## src/rtl/stereo_biquad_filter_macros.svh

```systemverilog
// ----------------------------------------------------------------------------
// Stereo biquad filter assertion macros
// Concurrent assertion helpers used by the filter controller.
// ----------------------------------------------------------------------------
`ifndef STEREO_BIQUAD_FILTER_MACROS_SVH
`define STEREO_BIQUAD_FILTER_MACROS_SVH

`ifndef ASSERT_OFF
`define SBQ_ASSERT_IMP(lbl, clk, rst_n, ante, cons) \
  lbl: assert property (@(posedge clk) disable iff (!rst_n) (ante) |-> (cons)) \
    else $error("sbq assertion failed");
`define SBQ_ASSERT_NXT(lbl, clk, rst_n, ante, cons) \
  lbl: assert property (@(posedge clk) disable iff (!rst_n) (ante) |=> (cons)) \
    else $error("sbq assertion failed");
`else
`define SBQ_ASSERT_IMP(lbl, clk, rst_n, ante, cons)
`define SBQ_ASSERT_NXT(lbl, clk, rst_n, ante, cons)
`endif

`endif

```

## src/rtl/sbq_pkg.sv

```systemverilog
// ----------------------------------------------------------------------------
// Stereo biquad filter package
// Types, register indexes and constants shared by the filter modules.
// ----------------------------------------------------------------------------
package sbq_pkg;

  localparam int SAMPLE_W   = 16;
  localparam int CFG_IDX_W  = 3;
  localparam int CFG_DATA_W = 16;
  localparam int NUM_COEF   = 6;
  localparam int TAP_W      = 4;
  localparam int ACC_W      = 32;
  localparam int SAT_W      = 28;

  localparam logic [TAP_W-1:0] LAST_TAP  = 4'd11;
  localparam logic [TAP_W-1:0] TAPS_PER_CH = 4'd6;
  localparam logic [3:0]       BASE_SHIFT = 4'd13;

  localparam logic signed [ACC_W-1:0] SAT_HIGH = 32'sh07FF_FFFF;
  localparam logic signed [ACC_W-1:0] SAT_LOW  = -32'sh0800_0000;

  // register indexes
  localparam logic [CFG_IDX_W-1:0] REG_B_OLDEST = 3'd0;
  localparam logic [CFG_IDX_W-1:0] REG_B_MIDDLE = 3'd1;
  localparam logic [CFG_IDX_W-1:0] REG_B_NEWEST = 3'd2;
  localparam logic [CFG_IDX_W-1:0] REG_A_OLDEST = 3'd3;
  localparam logic [CFG_IDX_W-1:0] REG_A_MIDDLE = 3'd4;
  localparam logic [CFG_IDX_W-1:0] REG_A_STALE  = 3'd5;
  localparam logic [CFG_IDX_W-1:0] REG_GAIN     = 3'd6;
  localparam logic [CFG_IDX_W-1:0] REG_MODE     = 3'd7;

  // filter modes
  localparam logic [1:0] MODE_PLAIN      = 2'd0;
  localparam logic [1:0] MODE_BANDPASS   = 2'd1;
  localparam logic [1:0] MODE_BANDREJECT = 2'd2;

  // history slots relative to the current one
  localparam logic [1:0] SLOT_OLD = 2'd0;
  localparam logic [1:0] SLOT_MID = 2'd1;
  localparam logic [1:0] SLOT_CUR = 2'd2;

  localparam logic [1:0] HIST_IDX_RESET = 2'd2;

  typedef logic signed [SAMPLE_W-1:0] coef_t;

  localparam coef_t COEF_RESET [NUM_COEF] = '{
    -16'sd9830, -16'sd19660, 16'sd19660, 16'sd9830, 16'sd19660, 16'sd0
  };

  typedef enum logic [2:0] {
    ST_IDLE,
    ST_MAC,
    ST_DRAIN,
    ST_SAT,
    ST_OUT
  } state_t;

  typedef struct packed {
    logic             load;
    logic             mul;
    logic [TAP_W-1:0] tap;
    logic             sat;
    logic             out_load;
  } cmd_t;

endpackage

```

## src/rtl/sbq_in_if.sv

```systemverilog
// ----------------------------------------------------------------------------
// Stereo biquad input stream interface
// Valid/ready channel carrying one stereo sample word.
// ----------------------------------------------------------------------------
interface sbq_in_if;
  logic                                   valid;
  logic                                   ready;
  logic signed [sbq_pkg::SAMPLE_W-1:0]    left_in;
  logic signed [sbq_pkg::SAMPLE_W-1:0]    right_in;

  modport source (output valid, output left_in, output right_in, input ready);
  modport sink   (input valid, input left_in, input right_in, output ready);
endinterface

```

## src/rtl/sbq_out_if.sv

```systemverilog
// ----------------------------------------------------------------------------
// Stereo biquad output stream interface
// Valid/ready channel carrying one filtered stereo sample word.
// ----------------------------------------------------------------------------
interface sbq_out_if;
  logic                                   valid;
  logic                                   ready;
  logic signed [sbq_pkg::SAMPLE_W-1:0]    left_out;
  logic signed [sbq_pkg::SAMPLE_W-1:0]    right_out;

  modport source (output valid, output left_out, output right_out, input ready);
  modport sink   (input valid, input left_out, input right_out, output ready);
endinterface

```

## src/rtl/sbq_ctrl.sv

```systemverilog
// ----------------------------------------------------------------------------
// Stereo biquad controller
// Sequences load, twelve shared multiply-accumulates, saturation and output.
// ----------------------------------------------------------------------------
`include "stereo_biquad_filter_macros.svh"

module sbq_ctrl (
  input  logic          clk,
  input  logic          rst_n,
  input  logic          in_valid,
  output logic          in_ready,
  output logic          out_valid,
  input  logic          out_ready,
  output sbq_pkg::cmd_t cmd
);

  sbq_pkg::state_t                 state_r, state_nxt;
  logic [sbq_pkg::TAP_W-1:0]       tap_r, tap_nxt;
  logic                            out_valid_r, out_valid_nxt;
  logic                            out_free;

  assign out_free  = !out_valid_r || out_ready;
  assign out_valid = out_valid_r;

  always_ff @(posedge clk) begin
    if (!rst_n) begin
      state_r     <= sbq_pkg::ST_IDLE;
      tap_r       <= '0;
      out_valid_r <= 1'b0;
    end else begin
      state_r     <= state_nxt;
      tap_r       <= tap_nxt;
      out_valid_r <= out_valid_nxt;
    end
  end

  // next state
  always_comb begin
    state_nxt = state_r;
    tap_nxt   = tap_r;
    unique case (state_r)
      sbq_pkg::ST_IDLE: begin
        tap_nxt = '0;
        if (in_valid) state_nxt = sbq_pkg::ST_MAC;
      end
      sbq_pkg::ST_MAC: begin
        tap_nxt = tap_r + 1'b1;
        if (tap_r == sbq_pkg::LAST_TAP) state_nxt = sbq_pkg::ST_DRAIN;
      end
      sbq_pkg::ST_DRAIN: state_nxt = sbq_pkg::ST_SAT;
      sbq_pkg::ST_SAT:   state_nxt = sbq_pkg::ST_OUT;
      sbq_pkg::ST_OUT: begin
        if (out_free) state_nxt = sbq_pkg::ST_IDLE;
      end
      default: state_nxt = sbq_pkg::ST_IDLE;
    endcase
  end

  // outputs
  always_comb begin
    in_ready     = 1'b0;
    cmd          = '0;
    cmd.tap      = tap_r;
    unique case (state_r)
      sbq_pkg::ST_IDLE: begin
        in_ready = 1'b1;
        cmd.load = in_valid;
      end
      sbq_pkg::ST_MAC:   cmd.mul = 1'b1;
      sbq_pkg::ST_DRAIN: cmd.mul = 1'b0;
      sbq_pkg::ST_SAT:   cmd.sat = 1'b1;
      sbq_pkg::ST_OUT:   cmd.out_load = out_free;
      default:           cmd = '0;
    endcase
  end

  // hold the result until taken, reload when a new one is ready
  always_comb begin
    out_valid_nxt = out_valid_r;
    if (cmd.out_load)   out_valid_nxt = 1'b1;
    else if (out_ready) out_valid_nxt = 1'b0;
  end

  `SBQ_ASSERT_IMP(a_load_into_free, clk, rst_n, cmd.out_load, !out_valid_r || out_ready)
  `SBQ_ASSERT_IMP(a_tap_in_range, clk, rst_n, state_r == sbq_pkg::ST_MAC, tap_r <= sbq_pkg::LAST_TAP)
  `SBQ_ASSERT_NXT(a_accept_starts_mac, clk, rst_n, in_valid && in_ready, state_r == sbq_pkg::ST_MAC && tap_r == '0)
  `SBQ_ASSERT_NXT(a_load_shows_word, clk, rst_n, cmd.out_load, out_valid_r && state_r == sbq_pkg::ST_IDLE)

endmodule

```

## src/rtl/sbq_dp.sv

```systemverilog
// ----------------------------------------------------------------------------
// Stereo biquad datapath
// Coefficient registers, sample histories, shared multiplier and accumulators.
// ----------------------------------------------------------------------------
module sbq_dp (
  input  logic                                   clk,
  input  logic                                   rst_n,
  input  logic                                   cfg_wr_en,
  input  logic [sbq_pkg::CFG_IDX_W-1:0]          cfg_index,
  input  logic [sbq_pkg::CFG_DATA_W-1:0]         cfg_wdata,
  input  sbq_pkg::cmd_t                          cmd,
  input  logic signed [sbq_pkg::SAMPLE_W-1:0]    left_in,
  input  logic signed [sbq_pkg::SAMPLE_W-1:0]    right_in,
  output logic signed [sbq_pkg::SAMPLE_W-1:0]    left_out,
  output logic signed [sbq_pkg::SAMPLE_W-1:0]    right_out
);

  sbq_pkg::coef_t                        coef_r [sbq_pkg::NUM_COEF];
  logic [3:0]                            gain_r;
  logic [1:0]                            mode_r;

  logic [1:0]                            hist_idx_r;
  logic signed [sbq_pkg::SAMPLE_W-1:0]   in_hist_r  [6];
  logic signed [sbq_pkg::SAMPLE_W-1:0]   out_hist_r [6];

  logic signed [sbq_pkg::ACC_W-1:0]      prod_r;
  logic                                  prod_vld_r;
  logic                                  prod_sub_r;
  logic                                  prod_ch_r;
  logic signed [sbq_pkg::ACC_W-1:0]      acc_r [2];

  logic signed [sbq_pkg::SAMPLE_W-1:0]   out_left_r, out_right_r;

  logic [1:0]                            cur_slot, old_slot, mid_slot, next_slot, sel_slot;
  logic                                  tap_ch;
  logic [2:0]                            tap_loc;
  logic [2:0]                            coef_sel;
  logic signed [sbq_pkg::SAMPLE_W-1:0]   operand;
  logic [3:0]                            gain_eff;
  logic [3:0]                            shamt;
  logic signed [sbq_pkg::SAT_W-1:0]      sat_v   [2];
  logic signed [sbq_pkg::SAT_W-1:0]      shift_v [2];
  logic signed [sbq_pkg::SAMPLE_W-1:0]   res_v   [2];

  // configuration
  always_ff @(posedge clk) begin
    if (!rst_n) begin
      for (int i = 0; i < sbq_pkg::NUM_COEF; i++) coef_r[i] <= sbq_pkg::COEF_RESET[i];
      gain_r <= '0;
      mode_r <= sbq_pkg::MODE_PLAIN;
    end else if (cfg_wr_en) begin
      unique case (cfg_index)
        sbq_pkg::REG_B_OLDEST: coef_r[0] <= cfg_wdata;
        sbq_pkg::REG_B_MIDDLE: coef_r[1] <= cfg_wdata;
        sbq_pkg::REG_B_NEWEST: coef_r[2] <= cfg_wdata;
        sbq_pkg::REG_A_OLDEST: coef_r[3] <= cfg_wdata;
        sbq_pkg::REG_A_MIDDLE: coef_r[4] <= cfg_wdata;
        sbq_pkg::REG_A_STALE:  coef_r[5] <= cfg_wdata;
        sbq_pkg::REG_GAIN:     gain_r    <= cfg_wdata[3:0];
        sbq_pkg::REG_MODE:     mode_r    <= cfg_wdata[1:0];
        default: ;
      endcase
    end
  end

  assign cur_slot  = hist_idx_r;
  assign old_slot  = (hist_idx_r == 2'd2) ? 2'd0 : hist_idx_r + 2'd1;
  assign mid_slot  = (hist_idx_r == 2'd0) ? 2'd2 : hist_idx_r - 2'd1;
  assign next_slot = (hist_idx_r == 2'd2) ? 2'd0 : hist_idx_r + 2'd1;

  // tap decode: per channel b_old, a_old, b_mid, a_mid, b_new, a_stale
  assign tap_ch  = (cmd.tap >= sbq_pkg::TAPS_PER_CH);
  assign tap_loc = tap_ch ? 3'(cmd.tap - sbq_pkg::TAPS_PER_CH) : cmd.tap[2:0];
  assign coef_sel = tap_loc[0] ? 3'(3'd3 + {1'b0, tap_loc[2:1]}) : {1'b0, tap_loc[2:1]};

  always_comb begin
    case (tap_loc[2:1])
      sbq_pkg::SLOT_OLD: sel_slot = old_slot;
      sbq_pkg::SLOT_MID: sel_slot = mid_slot;
      default:           sel_slot = cur_slot;
    endcase
    operand = tap_loc[0] ? out_hist_r[{sel_slot, tap_ch}] : in_hist_r[{sel_slot, tap_ch}];
  end

  assign gain_eff = (gain_r > sbq_pkg::BASE_SHIFT) ? sbq_pkg::BASE_SHIFT : gain_r;
  assign shamt    = sbq_pkg::BASE_SHIFT - gain_eff;

  always_comb begin
    for (int c = 0; c < 2; c++) begin
      if (acc_r[c] > sbq_pkg::SAT_HIGH)     sat_v[c] = sbq_pkg::SAT_HIGH[sbq_pkg::SAT_W-1:0];
      else if (acc_r[c] < sbq_pkg::SAT_LOW) sat_v[c] = sbq_pkg::SAT_LOW[sbq_pkg::SAT_W-1:0];
      else                                  sat_v[c] = acc_r[c][sbq_pkg::SAT_W-1:0];
      shift_v[c] = sat_v[c] >>> shamt;
    end
  end

  // histories and index
  always_ff @(posedge clk) begin
    if (!rst_n) begin
      hist_idx_r <= sbq_pkg::HIST_IDX_RESET;
      for (int i = 0; i < 6; i++) begin
        in_hist_r[i]  <= '0;
        out_hist_r[i] <= '0;
      end
    end else begin
      if (cmd.load) begin
        hist_idx_r                    <= next_slot;
        in_hist_r[{next_slot, 1'b0}]  <= left_in;
        in_hist_r[{next_slot, 1'b1}]  <= right_in;
      end
      if (cmd.sat) begin
        out_hist_r[{cur_slot, 1'b0}] <= shift_v[0][sbq_pkg::SAMPLE_W-1:0];
        out_hist_r[{cur_slot, 1'b1}] <= shift_v[1][sbq_pkg::SAMPLE_W-1:0];
      end
    end
  end

  // shared multiplier, registered ahead of the accumulators
  always_ff @(posedge clk) begin
    if (!rst_n) begin
      prod_vld_r <= 1'b0;
    end else begin
      prod_vld_r <= cmd.mul;
    end
  end

  always_ff @(posedge clk) begin
    if (cmd.mul) begin
      prod_r     <= 32'(coef_r[coef_sel]) * 32'(operand);
      prod_sub_r <= tap_loc[0];
      prod_ch_r  <= tap_ch;
    end
  end

  always_ff @(posedge clk) begin
    if (cmd.load) begin
      acc_r[0] <= '0;
      acc_r[1] <= '0;
    end else if (prod_vld_r) begin
      if (prod_sub_r) acc_r[prod_ch_r] <= acc_r[prod_ch_r] - (prod_r >>> 2);
      else            acc_r[prod_ch_r] <= acc_r[prod_ch_r] + (prod_r >>> 2);
    end
  end

  // mode select on the stored filter output
  always_comb begin
    for (int c = 0; c < 2; c++) begin
      logic signed [sbq_pkg::SAMPLE_W:0] x_ext;
      logic signed [sbq_pkg::SAMPLE_W:0] y_ext;
      logic signed [sbq_pkg::SAMPLE_W:0] mix;
      x_ext = {in_hist_r[{cur_slot, c[0]}][sbq_pkg::SAMPLE_W-1], in_hist_r[{cur_slot, c[0]}]};
      y_ext = {out_hist_r[{cur_slot, c[0]}][sbq_pkg::SAMPLE_W-1], out_hist_r[{cur_slot, c[0]}]};
      case (mode_r)
        sbq_pkg::MODE_BANDPASS: begin
          mix      = x_ext - y_ext;
          res_v[c] = mix[sbq_pkg::SAMPLE_W:1];
        end
        sbq_pkg::MODE_BANDREJECT: begin
          mix      = x_ext + y_ext;
          res_v[c] = mix[sbq_pkg::SAMPLE_W:1];
        end
        default: begin
          mix      = y_ext;
          res_v[c] = mix[sbq_pkg::SAMPLE_W-1:0];
        end
      endcase
    end
  end

  always_ff @(posedge clk) begin
    if (cmd.out_load) begin
      out_left_r  <= res_v[0];
      out_right_r <= res_v[1];
    end
  end

  assign left_out  = out_left_r;
  assign right_out = out_right_r;

endmodule

```

## src/rtl/stereo_biquad_filter.sv

```systemverilog
// ----------------------------------------------------------------------------
// Stereo biquad filter
// Direct form 1 biquad on a stereo pair with plain, band-pass and band-reject.
// ----------------------------------------------------------------------------
// Usage:
//   in_ch carries one stereo word (left_in, right_in); out_ch returns one
//   filtered word (left_out, right_out) for every word taken in.
//   cfg_wr_en/cfg_index/cfg_wdata write the coefficient, gain and mode
//   registers; write them only while no word is in flight.
// Sequence:
//   The accepting edge loads the histories; then come twelve multiply issues
//   on the single shared 16x16 multiplier (six taps per channel), a drain of
//   the product register, a step to saturate and store the new outputs and a
//   step that loads the mode result, after which out_ch.valid rises. A new
//   word is accepted only after the previous one has left this sequence, so
//   words do not overlap.
// Reset:
//   rst_n (synchronous) clears the sample histories, returns the registers
//   to their default coefficients and empties the output register.
// Stall:
//   The output register holds its word while out_ch.ready is low; the next
//   word may still be accepted and run up to the final step, where it waits.
module stereo_biquad_filter (
  input  logic                                clk,
  input  logic                                rst_n,
  sbq_in_if.sink                              in_ch,
  sbq_out_if.source                           out_ch,
  input  logic                                cfg_wr_en,
  input  logic [sbq_pkg::CFG_IDX_W-1:0]       cfg_index,
  input  logic [sbq_pkg::CFG_DATA_W-1:0]      cfg_wdata
);

  sbq_pkg::cmd_t cmd;

  sbq_ctrl u_ctrl (
    .clk       (clk),
    .rst_n     (rst_n),
    .in_valid  (in_ch.valid),
    .in_ready  (in_ch.ready),
    .out_valid (out_ch.valid),
    .out_ready (out_ch.ready),
    .cmd       (cmd)
  );

  sbq_dp u_dp (
    .clk       (clk),
    .rst_n     (rst_n),
    .cfg_wr_en (cfg_wr_en),
    .cfg_index (cfg_index),
    .cfg_wdata (cfg_wdata),
    .cmd       (cmd),
    .left_in   (in_ch.left_in),
    .right_in  (in_ch.right_in),
    .left_out  (out_ch.left_out),
    .right_out (out_ch.right_out)
  );

endmodule
```

## src/flat_wrapper.sv

```systemverilog
// flat-port wrapper written by rule: the top's interface ports become plain ports
module stereo_biquad_filter_flat 
  (clk, rst_n, cfg_wr_en, cfg_index, cfg_wdata, in_ch_valid, in_ch_left_in, in_ch_right_in, in_ch_ready, out_ch_valid, out_ch_left_out, out_ch_right_out, out_ch_ready);
  sbq_in_if in_ch_i ();
  sbq_out_if out_ch_i ();
  input  logic clk;
  input  logic rst_n;
  input  logic cfg_wr_en;
  input  logic [sbq_pkg::CFG_IDX_W-1:0] cfg_index;
  input  logic [sbq_pkg::CFG_DATA_W-1:0] cfg_wdata;
  input wire logic [$bits(in_ch_i.valid)-1:0] in_ch_valid;
  input wire logic [$bits(in_ch_i.left_in)-1:0] in_ch_left_in;
  input wire logic [$bits(in_ch_i.right_in)-1:0] in_ch_right_in;
  output wire logic [$bits(in_ch_i.ready)-1:0] in_ch_ready;
  output wire logic [$bits(out_ch_i.valid)-1:0] out_ch_valid;
  output wire logic [$bits(out_ch_i.left_out)-1:0] out_ch_left_out;
  output wire logic [$bits(out_ch_i.right_out)-1:0] out_ch_right_out;
  input wire logic [$bits(out_ch_i.ready)-1:0] out_ch_ready;
  assign in_ch_i.valid = in_ch_valid;
  assign in_ch_i.left_in = in_ch_left_in;
  assign in_ch_i.right_in = in_ch_right_in;
  assign in_ch_ready = in_ch_i.ready;
  assign out_ch_valid = out_ch_i.valid;
  assign out_ch_left_out = out_ch_i.left_out;
  assign out_ch_right_out = out_ch_i.right_out;
  assign out_ch_i.ready = out_ch_ready;
  stereo_biquad_filter u_core (.clk(clk), .rst_n(rst_n), .in_ch(in_ch_i), .out_ch(out_ch_i), .cfg_wr_en(cfg_wr_en), .cfg_index(cfg_index), .cfg_wdata(cfg_wdata));
endmodule
```

## config.mk

```make
export PLATFORM = sky130hd
export DESIGN_NAME = stereo_biquad_filter_flat
export DESIGN_NICKNAME = d
export VERILOG_FILES = /design/src/rtl/sbq_pkg.sv /design/src/rtl/sbq_in_if.sv /design/src/rtl/sbq_out_if.sv /design/src/rtl/sbq_ctrl.sv /design/src/rtl/sbq_dp.sv /design/src/rtl/stereo_biquad_filter.sv /design/src/flat_wrapper.sv
export VERILOG_INCLUDE_DIRS = /design/src /design/src/rtl
export SDC_FILE = /design/constraint.sdc
export NUM_CORES = 2
export LEC_CHECK = 0
export ABC_AREA = 1
export BUFFER_PORTS_ARGS = -buffer_cell sky130_fd_sc_hd__buf_2
export CAP_MARGIN = 15
export CORE_UTILIZATION = 32
export DETAILED_ROUTE_END_ITERATION = 16
export PLACE_DENSITY = 0.5
export SYNTH_ARGS = -nofsm -noshare
export SYNTH_HDL_FRONTEND = slang
export SYNTH_HIERARCHICAL = 1
export SYNTH_SLANG_ARGS = --single-unit
```

## constraint.sdc

```tcl
create_clock -name clk -period 7.9 [get_ports clk]
set_input_delay 1.58 -clock clk [delete_from_list [all_inputs] [get_ports clk]]
set_output_delay 1.58 -clock clk [all_outputs]
set_load 0.02 [all_outputs]
```

==> impl_metrics.csv <==
group,metric,value,unit
run_status,outcome,"complete, no violations",
global_routing,antenna_found_initial,2,
synthesis,synthesis.area,0.04123,mm^2
die,ios,90,
clock_tree,numCtsBuffers,58,
routing,ant_nets,0,
clock_tree,clkSlewWorstSetupHoldPaths,0.06,ns
die,die_area,0.1303,mm^2
synthesis,ys_seq_area_share,35.93,%
finish,drive_gt1_share,17.15,%
run,cap_violations,0,
placed_design,numPortBuffers,89,
critical_path,cp.required,8.30,ns
clock_tree,root_buffer,"clkbuf_16",
synthesis,syn_inst,4997,
timing,maxSlewViolCount,0,
routing,drc_errors,0,
synthesis,synth-async-reset-ratio,0,%
global_routing,grt_overflow,0,
critical_path,crit_fanout,7,
clock_tree,clock_path_buffers,3,
clock_tree,cts-htree-levels,2,
routing,drtPass1Iterations,6,
synthesis,synth-main-ff-cell,"edfxtp_1",
synthesis,avgSynthCellArea,8.252,um^2
timing,clock_skew,0.06252,ns
timing,fin_crit_sh,97.48,%
finish,final_common_cell,"nand2_1",
timing,setup_viol,0,
routing,drtIter0Drc,3143,
timing,fin_crit,7.701,ns
placed_design,dp_hpwl,107600,um
synthesis,synth_edf_count,480,
global_routing,grt_pass1_wl,210800,um
die,die_h,361.0,um
critical_path,cpMostUsedCell,"fa_1",
die,core,0.1277,mm^2
timing,hold_viol,0,
finish,final_nets,5799,
finish,ff_latch_area,0.01482,mm^2
die,rows,131,
global_routing,track_usage,21.18,%
clock_tree,cts_sinks,500,
routing,vias_per_cell,5.027,
finish,fillers,13060,
die,initial_core_util,32.29,%
placed_design,gp_congestion,0.9266,
clock_tree,cts_tree,"yes",
finish,syn_to_final_growth,19.46,%
hold_path,hp-class,"flop to flop",
global_routing,first_global_vias,34050,
critical_path,worstSetupPathType,"flop to flop",
timing,max_freq,129.8,MHz
finish,multiInputGateArea,0.02364,mm^2
critical_path,end_kind,"flop",
synthesis,synth.distinct_cells,67,
routing,num_vias,35350,
critical_path,cpPeakStageDelay,0.63,ns
finish,final_cell_mix,"1038 x nand2_1, 636 x inv_1, 575 x nor2_1, 480 x edfxtp_1, 315 x buf_4",
die,dieWidth,361.0,um
critical_path,worstPathArrival,8.10,ns
routing,wl_per_cell,20.25,um
timing,holdWs,0.5417,ns
critical_path,cp-start-kind,"flop",
critical_path,crit_path_top_delay_cell,"fa_1",
synthesis,ys_seq_elements,500,
global_routing,grt_max_degree,86,
synthesis,synth_nets,5475,
timing,rsz0062_at_grt,"true",
timing,worst_pin_slew,1.126,ns
timing,max_slew_margin,24.91,%
clock_tree,clk_latency,0.70,ns
synthesis,yosys_warnings,6,
routing,routed_wl,142400,um
critical_path,r2r_slack,0.20,ns
per-stage QoR:
step | utilization (%) | area (um^2) | worst slack [ns] | TNS, ns | instances
after floorplan | - | 41230 | 0.09871 | 0 | 4997
after detailed placement | 35.64 | 45500 | -0.4332 | -6.420 | 6870
after CTS | 37.46 | 47820 | 0.004577 | 0 | 6986
after global routing | 38.58 | 49260 | -0.1036 | -0.4900 | 7032
after global placement | 35.64 | 45500 | -0.4052 | -5.865 | 6870
final | 38.58 | 49260 | 0.1987 | 0 | 7033
cell families (layout without fill, tap and decap cells):
group | count (synthesis) | count (layout) | share of synthesized area [%]
buffers and inverters | 924 | 1297 | 9.252
other | 0 | 1 | 0
AO/OA/AOI/OAI | 821 | 821 | 11.27
adder cells (fa/ha/maj) | 422 | 422 | 17.63
flip-flops | 500 | 500 | 35.93
AND/OR/NAND/NOR | 2123 | 2123 | 21.28
multiplexers | 80 | 80 | 1.945
XOR/XNOR | 127 | 127 | 2.698
state kept, by name, summed over array words and instances, names as in the netlist, named ones only:
register,count
u_core/u_dp/prod_ch_r,1
u_core/u_dp/mode_r,2
u_core/u_dp/prod_sub_r,1
u_core/u_dp/left_out,16
u_core/u_dp/right_out,16
u_core/u_dp/out_hist_r,128
u_core/u_dp/prod_r,30
u_core/u_dp/cur_slot,2
u_core/u_dp/in_hist_r,128
u_core/u_dp/prod_vld_r,1
u_core/u_ctrl/out_valid,1
u_core/u_dp/acc_r,64
u_core/u_ctrl/state_r,3
u_core/u_ctrl/tap_r,4
u_core/u_dp/coef_r,96
u_core/u_dp/gain_r,4
what timing repair did:
action | CTS | global route
resized for setup | 70 | 292
pin swaps | 16 | 113
gates cloned | 2 | 10
buffers inserted | 5 | 37
endpoints found under the setup margin | 20 | 20
hold buffers | 0 | 0
Yosys cell counts (9+ instances only):
master / n / area share (%)
a21o_1: 9 / 0.16
a21oi_1: 273 / 3.3
a31oi_1: 40 / 0.61
buf_1: 11 / 0.10
buf_2: 45 / 0.55
buf_4: 13 / 0.24
buf_6: 27 / 0.74
clkbuf_1: 115 / 1.0
dfxtp_1: 20 / 0.97
edfxtp_1: 480 / 35
fa_1: 265 / 13
ha_1: 157 / 4.8
inv_1: 679 / 6.2
inv_2: 25 / 0.23
mux2i_1: 79 / 1.9
nand2_1: 1089 / 9.9
nand2_2: 17 / 0.26
nand3_1: 284 / 3.4
nand4_1: 16 / 0.24
nor2_1: 601 / 5.5
nor3_1: 25 / 0.30
o211ai_1: 64 / 1.2
o21ai_0: 329 / 4.0
o21ai_1: 17 / 0.21
o21ai_2: 14 / 0.30
o22ai_1: 21 / 0.32
or2_2: 47 / 0.71
xnor2_1: 49 / 1.0
xor2_1: 78 / 1.7
final timing paths:
kind              depth (start not counted)                     start                      to
setup / recovery                         39  u_core/u_ctrl/state_r[1]  u_core/u_dp/prod_r[26]
setup reg to reg                         39  u_core/u_ctrl/state_r[1]  u_core/u_dp/prod_r[26]
hold / removal                            2    u_core/u_ctrl/tap_r[3]  u_core/u_ctrl/tap_r[3]
hold reg to reg                           2    u_core/u_ctrl/tap_r[3]  u_core/u_ctrl/tap_r[3]
final cells by class:
cell class,instances,share of cell area (%)
multi-input cells,3573,47.98
flip-flops and latches,500,30.09
repair buffers,478,8.362
inverters,710,5.489
well taps,1662,4.221
clock buffers,68,3.023
clock inverters,41,0.8230
diodes,1,0.005080
worst max-delay path: cells and delay by family (launching register included):
| family | cells | cell delay, ns |
|---|---|---|
| AOI/OAI and AO/OA | 5 | 0.65 |
| and+or+nand+nor | 15 | 1.43 |
| DFF | 1 | 0.33 |
| xor gates and xnor gates | 1 | 0.14 |
| adders and majority gates | 8 | 3.68 |
| buffers and inverters | 10 | 1.18 |
metal layers:
metal  vias to the layer above  wire (um)  GRT usage (%)  part of all wire (%)
met5                         -          0              0                     0
met4                         0       2838          4.497                   2.0
met3                       140       8544          2.090                   6.0
met2                      1109      67210          35.46                    47
met1                     17170      63830          29.53                    45
li1                      16940          -              -                     -
Power is not shown: default switching activity piles up to over one toggle a cycle in this logic, so the estimate is an artifact.
